<file path="src/hw/rtl/bss_pkg.sv">
// ----------------------------------------------------------------------------
// bss_pkg
// Shared types and constants for the bounded stack with search.
// ----------------------------------------------------------------------------
package bss_pkg;

  localparam int unsigned DEPTH_DEF   = 16;
  localparam int unsigned VALUE_W     = 32;
  localparam int unsigned REQ_W       = 2;
  localparam int unsigned STAT_W      = 2;
  localparam int unsigned POS_W       = 4;
  localparam int unsigned CNT_OUT_W   = 5;
  localparam int unsigned RES_W       = 1 + STAT_W + POS_W + CNT_OUT_W;
  localparam int unsigned OUT_TDATA_W = ((RES_W + 7) / 8) * 8;

  typedef enum logic [REQ_W-1:0] {
    REQ_PUSH   = 2'd0,
    REQ_POP    = 2'd1,
    REQ_CLEAR  = 2'd2,
    REQ_SEARCH = 2'd3
  } req_e;

  typedef enum logic [STAT_W-1:0] {
    STAT_FOUND = 2'd0,
    STAT_MISS  = 2'd1,
    STAT_EMPTY = 2'd2
  } status_e;

  // memory port strobes from the controller
  typedef struct packed {
    logic we;
    logic re;
  } mem_ctl_t;

endpackage

</file>
<file path="src/hw/rtl/bss_mem.sv">
// ----------------------------------------------------------------------------
// bss_mem
// Stack storage: one write port, one read port, registered read data.
// ----------------------------------------------------------------------------
module bss_mem import bss_pkg::*; #(
  parameter int unsigned DEPTH  = DEPTH_DEF,
  parameter int unsigned ADDR_W = 4
) (
  input  logic               clk_i,
  input  mem_ctl_t           ctl_i,
  input  logic [ADDR_W-1:0]  waddr_i,
  input  logic [VALUE_W-1:0] wdata_i,
  input  logic [ADDR_W-1:0]  raddr_i,
  output logic [VALUE_W-1:0] rdata_o
);

  logic [VALUE_W-1:0] mem_q [DEPTH];
  logic [VALUE_W-1:0] rdata_q;

  always_ff @(posedge clk_i) begin
    if (ctl_i.we) begin
      mem_q[waddr_i] <= wdata_i;
    end
  end

  always_ff @(posedge clk_i) begin
    if (ctl_i.re) begin
      rdata_q <= mem_q[raddr_i];
    end
  end

  assign rdata_o = rdata_q;

endmodule

</file>
<file path="src/hw/rtl/bss_ctrl.sv">
// ----------------------------------------------------------------------------
// bss_ctrl
// Request sequencer: fill count, search scan over the memory, result register.
// ----------------------------------------------------------------------------
module bss_ctrl import bss_pkg::*; #(
  parameter int unsigned DEPTH  = DEPTH_DEF,
  parameter int unsigned ADDR_W = 4,
  parameter int unsigned CNT_W  = 5
) (
  input  logic                   clk_i,
  input  logic                   rst_ni,
  input  logic                   s_axis_tvalid,
  output logic                   s_axis_tready,
  input  logic [VALUE_W-1:0]     s_axis_tdata,
  input  logic [REQ_W-1:0]       s_axis_tuser,
  output logic                   m_axis_tvalid,
  input  logic                   m_axis_tready,
  output logic [OUT_TDATA_W-1:0] m_axis_tdata,
  output mem_ctl_t               mem_ctl_o,
  output logic [ADDR_W-1:0]      mem_waddr_o,
  output logic [VALUE_W-1:0]     mem_wdata_o,
  output logic [ADDR_W-1:0]      mem_raddr_o,
  input  logic [VALUE_W-1:0]     mem_rdata_i
);

  localparam logic [1:0] S_IDLE = 2'd0;
  localparam logic [1:0] S_SRCH = 2'd1;
  localparam logic [1:0] S_RESP = 2'd2;

  logic [1:0]         state_q, state_d;
  logic [CNT_W-1:0]   cnt_q, cnt_d;
  logic [VALUE_W-1:0] key_q, key_d;
  logic [CNT_W-1:0]   rd_idx_q, rd_idx_d;
  logic               cmp_vld_q, cmp_vld_d;
  logic [ADDR_W-1:0]  cmp_idx_q, cmp_idx_d;
  status_e            res_stat_q, res_stat_d;
  logic [ADDR_W-1:0]  res_pos_q, res_pos_d;

  logic               out_vld_q, out_vld_d;
  logic               out_acc_q;
  status_e            out_stat_q;
  logic [ADDR_W-1:0]  out_pos_q;
  logic [CNT_W-1:0]   out_cnt_q;

  logic               load;
  logic               ld_acc;
  status_e            ld_stat;
  logic [ADDR_W-1:0]  ld_pos;
  logic [CNT_W-1:0]   ld_cnt;

  logic               out_free;
  logic               accept;
  logic               full;
  logic               last_cmp;
  logic               hit;

  logic [ADDR_W+POS_W-1:0]   pos_ext;
  logic [CNT_W+CNT_OUT_W-1:0] cnt_ext;

  assign out_free      = !out_vld_q || m_axis_tready;
  assign s_axis_tready = (state_q == S_IDLE) && out_free;
  assign accept        = s_axis_tvalid && s_axis_tready;
  assign full          = (cnt_q == CNT_W'(DEPTH));
  assign last_cmp      = ((CNT_W'(cmp_idx_q) + CNT_W'(1)) == cnt_q);
  assign hit           = cmp_vld_q && (mem_rdata_i == key_q);

  // push writes at the top while idle; the scan only reads in S_SRCH, so
  // no read can meet a write to the same entry
  assign mem_waddr_o = cnt_q[ADDR_W-1:0];
  assign mem_wdata_o = s_axis_tdata;
  assign mem_raddr_o = rd_idx_q[ADDR_W-1:0];

  always_comb begin
    state_d      = state_q;
    cnt_d        = cnt_q;
    key_d        = key_q;
    rd_idx_d     = rd_idx_q;
    cmp_vld_d    = cmp_vld_q;
    cmp_idx_d    = cmp_idx_q;
    res_stat_d   = res_stat_q;
    res_pos_d    = res_pos_q;
    mem_ctl_o.we = 1'b0;
    mem_ctl_o.re = 1'b0;
    load         = 1'b0;
    ld_acc       = 1'b0;
    ld_stat      = STAT_MISS;
    ld_pos       = '0;
    ld_cnt       = cnt_q;

    unique case (state_q)
      S_IDLE: begin
        if (accept) begin
          load = 1'b1;
          case (req_e'(s_axis_tuser))
            REQ_PUSH: begin
              if (!full) begin
                mem_ctl_o.we = 1'b1;
                cnt_d        = cnt_q + CNT_W'(1);
                ld_acc       = 1'b1;
              end
            end
            REQ_POP: begin
              if (cnt_q != '0) begin
                cnt_d  = cnt_q - CNT_W'(1);
                ld_acc = 1'b1;
              end
            end
            REQ_CLEAR: begin
              cnt_d  = '0;
              ld_acc = 1'b1;
            end
            default: begin
              if (cnt_q == '0) begin
                ld_stat = STAT_EMPTY;
              end else begin
                load      = 1'b0;
                key_d     = s_axis_tdata;
                rd_idx_d  = '0;
                cmp_vld_d = 1'b0;
                state_d   = S_SRCH;
              end
            end
          endcase
          ld_cnt = cnt_d;
        end
      end
      S_SRCH: begin
        // one read issued and one entry compared per cycle
        if (hit) begin
          res_stat_d = STAT_FOUND;
          res_pos_d  = cmp_idx_q;
          cmp_vld_d  = 1'b0;
          state_d    = S_RESP;
        end else if (cmp_vld_q && last_cmp) begin
          res_stat_d = STAT_MISS;
          res_pos_d  = '0;
          cmp_vld_d  = 1'b0;
          state_d    = S_RESP;
        end else if (rd_idx_q < cnt_q) begin
          mem_ctl_o.re = 1'b1;
          cmp_vld_d    = 1'b1;
          cmp_idx_d    = rd_idx_q[ADDR_W-1:0];
          rd_idx_d     = rd_idx_q + CNT_W'(1);
        end
      end
      S_RESP: begin
        if (out_free) begin
          load    = 1'b1;
          ld_stat = res_stat_q;
          ld_pos  = res_pos_q;
          state_d = S_IDLE;
        end
      end
      default: begin
        state_d = S_IDLE;
      end
    endcase

    out_vld_d = (out_vld_q && !m_axis_tready) || load;
  end

  always_ff @(posedge clk_i or negedge rst_ni) begin
    if (!rst_ni) begin
      state_q   <= S_IDLE;
      cnt_q     <= '0;
      rd_idx_q  <= '0;
      cmp_vld_q <= 1'b0;
      out_vld_q <= 1'b0;
    end else begin
      state_q   <= state_d;
      cnt_q     <= cnt_d;
      rd_idx_q  <= rd_idx_d;
      cmp_vld_q <= cmp_vld_d;
      out_vld_q <= out_vld_d;
    end
  end

  always_ff @(posedge clk_i) begin
    key_q      <= key_d;
    cmp_idx_q  <= cmp_idx_d;
    res_stat_q <= res_stat_d;
    res_pos_q  <= res_pos_d;
    if (load) begin
      out_acc_q  <= ld_acc;
      out_stat_q <= ld_stat;
      out_pos_q  <= ld_pos;
      out_cnt_q  <= ld_cnt;
    end
  end

  assign pos_ext = {{POS_W{1'b0}}, out_pos_q};
  assign cnt_ext = {{CNT_OUT_W{1'b0}}, out_cnt_q};

  assign m_axis_tvalid = out_vld_q;
  assign m_axis_tdata  = {{(OUT_TDATA_W - RES_W){1'b0}},
                          cnt_ext[CNT_OUT_W-1:0],
                          pos_ext[POS_W-1:0],
                          out_stat_q,
                          out_acc_q};

endmodule

</file>
<file path="src/hw/rtl/bounded_stack_with_search.sv">
// ----------------------------------------------------------------------------
// bounded_stack_with_search
// LIFO stack of signed 32-bit values with push, pop, clear and linear search.
// ----------------------------------------------------------------------------
// Push, pop and clear can be accepted back to back as long as results are
// taken. A search on a non-empty stack scans the memory from the bottom entry,
// one entry per cycle through its single read port, and stops at the first
// match or after comparing the top entry; no request is taken while it runs.
// A search of an empty stack does not scan and answers with the empty status.
// The result beat waits in an output register; a new request is taken only
// while that register is empty or its beat is taken in the same cycle, so a
// stalled result holds off input.
module bounded_stack_with_search import bss_pkg::*; #(
  parameter int unsigned DEPTH = DEPTH_DEF
) (
  input  logic                   clk_i,
  input  logic                   rst_ni,
  input  logic                   s_axis_tvalid,
  output logic                   s_axis_tready,
  input  logic [VALUE_W-1:0]     s_axis_tdata,  // value
  input  logic [REQ_W-1:0]       s_axis_tuser,  // req_type
  output logic                   m_axis_tvalid,
  input  logic                   m_axis_tready,
  // accepted, search_status, found_position, entry_count, zero pad
  output logic [OUT_TDATA_W-1:0] m_axis_tdata
);

  localparam int unsigned ADDR_W = (DEPTH > 1) ? $clog2(DEPTH) : 1;
  localparam int unsigned CNT_W  = $clog2(DEPTH + 1);

  mem_ctl_t           mem_ctl;
  logic [ADDR_W-1:0]  mem_waddr;
  logic [VALUE_W-1:0] mem_wdata;
  logic [ADDR_W-1:0]  mem_raddr;
  logic [VALUE_W-1:0] mem_rdata;

  bss_ctrl #(
    .DEPTH  (DEPTH),
    .ADDR_W (ADDR_W),
    .CNT_W  (CNT_W)
  ) u_ctrl (
    .clk_i         (clk_i),
    .rst_ni        (rst_ni),
    .s_axis_tvalid (s_axis_tvalid),
    .s_axis_tready (s_axis_tready),
    .s_axis_tdata  (s_axis_tdata),
    .s_axis_tuser  (s_axis_tuser),
    .m_axis_tvalid (m_axis_tvalid),
    .m_axis_tready (m_axis_tready),
    .m_axis_tdata  (m_axis_tdata),
    .mem_ctl_o     (mem_ctl),
    .mem_waddr_o   (mem_waddr),
    .mem_wdata_o   (mem_wdata),
    .mem_raddr_o   (mem_raddr),
    .mem_rdata_i   (mem_rdata)
  );

  bss_mem #(
    .DEPTH  (DEPTH),
    .ADDR_W (ADDR_W)
  ) u_mem (
    .clk_i   (clk_i),
    .ctl_i   (mem_ctl),
    .waddr_i (mem_waddr),
    .wdata_i (mem_wdata),
    .raddr_i (mem_raddr),
    .rdata_o (mem_rdata)
  );

endmodule

</file>
<file path="config.mk">
export PLATFORM = sky130hd
export DESIGN_NAME = bounded_stack_with_search
export DESIGN_NICKNAME = d
export VERILOG_FILES = /design/src/hw/rtl/bss_pkg.sv /design/src/hw/rtl/bss_mem.sv /design/src/hw/rtl/bss_ctrl.sv /design/src/hw/rtl/bounded_stack_with_search.sv
export SDC_FILE = /design/constraint.sdc
export NUM_CORES = 1
export LEC_CHECK = 0
export ABC_CLOCK_PERIOD_IN_PS = 14690
export BUFFER_PORTS_ARGS = -buffer_cell sky130_fd_sc_hd__buf_2
export CAP_MARGIN = 20
export CORE_ASPECT_RATIO = 1.1
export CORE_UTILIZATION = 60
export DETAILED_ROUTE_END_ITERATION = 16
export PLACE_DENSITY = 0.86
export SLEW_MARGIN = 15
export SYNTH_ARGS = -nofsm -noshare
export SYNTH_HDL_FRONTEND = slang
export SYNTH_HIERARCHICAL = 1
export SYNTH_SLANG_ARGS = --single-unit
</file>
<file path="constraint.sdc">
create_clock -name clk_i -period 14.69 [get_ports clk_i]
set_clock_uncertainty 0.15 [all_clocks]
set_input_delay 0.7345 -clock clk_i [delete_from_list [all_inputs] [get_ports clk_i]]
set_output_delay 0.7345 -clock clk_i [all_outputs]
set_load 0.1 [all_outputs]
</file>
==> Implementation_results.wiki <==
{| class="wikitable"
! Metric !! Value
|-
| Cell type with the highest aggregate area in the netlist || edfxtp_1
|-
| Number of diodes added for antenna fixing || 0
|-
| Data arrival at the endpoint of the critical path || 3.97 ns
|-
| Sequential element share of the synthesized area || 76.8%
|-
| Clock transition time at the flip-flop clock pins of the worst setup and hold paths || 0.07 ns
|-
| Count of antenna-violating nets left after detailed routing || 0
|-
| YS warnings || 6
|-
| Clock Tree Root || clkbuf_16
|-
| Number of instances resized during post-cts repair || 0
|-
| Count of nets after finishing || 1237
|-
| Async set-reset flop share out of synthesis || 2.29%
|-
| DIE HEIGHT || 211 µm
|-
| DRT Pass-1 Iters || 6
|-
| CTS tree || built
|-
| TNS Setup || 0 ns
|-
| Syn avg cell area || 20.8 µm²
|-
| Wire length on met2 || 26.7 mm
|-
| Yosys reg bits || 611
|-
| Total global-route track usage || 26.9%
|-
| Max-slew headroom at the worst pin || 20.2%
|-
| Predominant post-synthesis flop cell || edfxtp_1
|-
| Number of DRC violations after detailed routing || 0
|-
| Transition time at the pin with the least slew margin || 1.19 ns
|-
| Post-CTS Setup Inserts || 0
|-
| Number of levels the H-tree was split into || 2
|-
| Row Count || 76
|-
| Unrepaired setup endpoints after global routing || no
|-
| Highest Signal Layer || met4
|-
| Simple-Gate Fraction of Synth Area || 3.53%
|-
| Maximum resistive drop on vdd || 167 µV
|-
| Post-route design area || 26400 µm²
|-
| Total I/O pin count || 56
|-
| Met1 WL || 18.8 mm
|-
| Final RePlAce weighted congestion || 0.846
|-
| Antenna violations before repair || 0
|-
| Dominant combinational cell family by area after synthesis || multiplexers
|-
| Final hold violation count || 0
|-
| Drt total wl || 53.1 mm
|-
| Fin crit share || 26.4%
|-
| Maximum fanout along the worst path || 20
|-
| Worst hold path cell count || 3
|-
| Static leakage || 8.41 nW
|-
| Via count of the first global-routing pass || 12100
|-
| Critical Path End Type || flop
|-
| Placed Area || 24500 µm²
|-
| Wire per inst || 30.6 µm
|-
| Hold/Removal Path Class || in -> reg
|-
| Fraction of the mapped netlist area in compound gates || 3.18%
|-
| Inserted Clock Buffers || 56
|-
| Required time of the critical path || 14.77 ns
|-
| Cell area power density || 186 nW/µm²
|-
| Hold-fix buffer count after cts || 1
|-
| Initial standard-cell utilization of the core || 60.9%
|-
| TritonCTS sink count || 611
|-
| Synthesized netlist cell count || 1145
|-
| Post-synth cell types || 59
|-
| Share of final-layout standard cells stronger than drive strength 1 || 26.0%
|-
| Standard cell core area || 39100 µm²
|-
| Area enclosed by the die boundary || 40400 µm²
|-
| Kind of start point of the critical path || flop
|-
| Number of synthesized flops with an enable pin || 597
|-
| Vias after detailed routing || 11800
|-
| Cell depth of the worst flop-to-flop path || 9
|-
| Number of buffers inserted by port buffering || 51
|-
| Skew-Pair Late Insertion Delay || 0.58 ns
|-
| Initial detailed-routing violation count || 1729
|-
| Number of pins with negative max-slew slack in the final report || 0
|-
| Via density per instance || 6.80
|-
| Most frequent cell after synthesis || edfxtp_1
|-
| Synthesized-area fraction occupied by xor and xnor cells || 1.36%
|-
| Post-layout min period || 3.88 ns
|-
| Share of the synthesized area in the top cell type || 75.4%
|-
| Achievable frequency || 258 MHz
|-
| Multiplexer share of the synthesized area || 12.2%
|-
| Cells taking the most area after synthesis || edfxtp_1 (75%), mux4_2 (12%), a22oi_1 (2.0%)
|-
| Max-Cap Viols || 0
|-
| Overflow left after global routing || 0
|-
| Commonest cells in the netlist || edfxtp_1 (597), mux4_2 (128), a22oi_1 (64)
|-
| Met3 WL || 5.33 mm
|-
| Die Span X || 192 µm
|-
| Largest net degree at the start of global routing || 56
|-
| Final setup violating endpoints || 0
|-
| Status || finished, final reports clean
|-
| Wire length of the first global-routing pass || 77.6 mm
|-
| Crit path kind || reg -> reg
|-
| Layout overhead on the synthesized area || 10.9%
|-
| Synthesized cell area || 23800 µm²
|-
| CTS max path bufs || 3
|-
| Estimated wirelength of the detail-placed design || 27.0 mm
|-
| Adder and majority gate portion of the synthesized area || 0.421%
|}
[worst max-delay path: stages, from the launching register on]
cell and delay, ns:
dfrtp_1 0.68, inv_1 0.18, ha_1 0.29, nor3b_1 0.19, nand2_1 0.18, nand2_1 0.13
nor2_1 0.25, nand3b_1 0.35, nor2_4 0.61, buf_4 0.49
[placed cells by master (no fill, tap or decap), types with 14 or more instances in the layout]
cell / instances
nand2_1: 52
clkbuf_16: 57
xor2_1: 14
buf_2: 51
buf_4: 15
mux4_2: 128
xnor2_1: 23
edfxtp_1: 597
nor2_4: 15
a22oi_1: 64
[cell families after synthesis]
family / after synthesis
simple gates: 159
fa+ha+maj: 8
other cells: 1
compound gates: 100
xor+xnor: 37
buf+inv: 100
flops: 611
mux: 129
[where the power goes]
part | leakage (nW) | switching [mW] | internal, mW
clock network | 0.852 | 0.625 | 0.799
logic | 1.99 | 0.777 | 0.521
registers | 5.56 | 0.108 | 2.07
[layer usage]
metal | up-vias | GRT usage [%]
li1 | 4758 | -
met1 | 6000 | 36.0
met2 | 891 | 44.0
met4 | 0 | 10.9
met3 | 165 | 4.88
met5 | - | 0
[through the flow]
stage	hold WS [ns]	utilization [%]	setup slack (ns)	power, mW	cells
2_1_floorplan	0.289	-	7.57	3.14	1148
3_3_place_gp	0.351	62.4	10.94	3.40	1630
3_5_place_dp	0.373	62.8	10.73	3.47	1636
4_1_cts	0.280	67.3	10.71	4.90	1735
5_1_grt	0.294	67.5	10.65	5.06	1738
6_report	0.297	67.5	10.81	4.90	1738
[registers in the layout (all words and copies together) (netlist names), 5 cells and up]
register,flops
u_ctrl/rd_idx_q,5
u_mem/mem_q,512
u_ctrl/cnt_q,5
u_ctrl/out_cnt_q,5
u_mem/rdata_o,32
u_ctrl/key_q,32
[worst paths after layout]
check | slack (ns) | start | end
setup / recovery | 10.81 | u_ctrl/cnt_q[0] | u_mem/mem_q[9][9]
hold / removal | 0.30 | m_axis_tready | u_ctrl/m_axis_tvalid
setup reg to reg | 10.81 | u_ctrl/cnt_q[0] | u_mem/mem_q[9][9]
hold reg to reg | 0.39 | u_ctrl/res_pos_q[0] | u_ctrl/out_pos_q[0]
max in group asynchronous | 13.59 | rst_ni | u_ctrl/rd_idx_q[1]
min in group asynchronous | 0.47 | rst_ni | u_ctrl/rd_idx_q[0]
[layout make-up]
cell class / instances / area (µm²)
Timing Repair Buffer: 76 / 573
Clock buffer: 69 / 1470
Inverter: 9 / 33.8
Sequential cell: 611 / 18300
Multi-Input combinational cell: 437 / 5080
Fill cell: 2158 / 12700
Clock inverter: 29 / 298
Tap cell: 507 / 634
(Power assumes the default switching activity.)
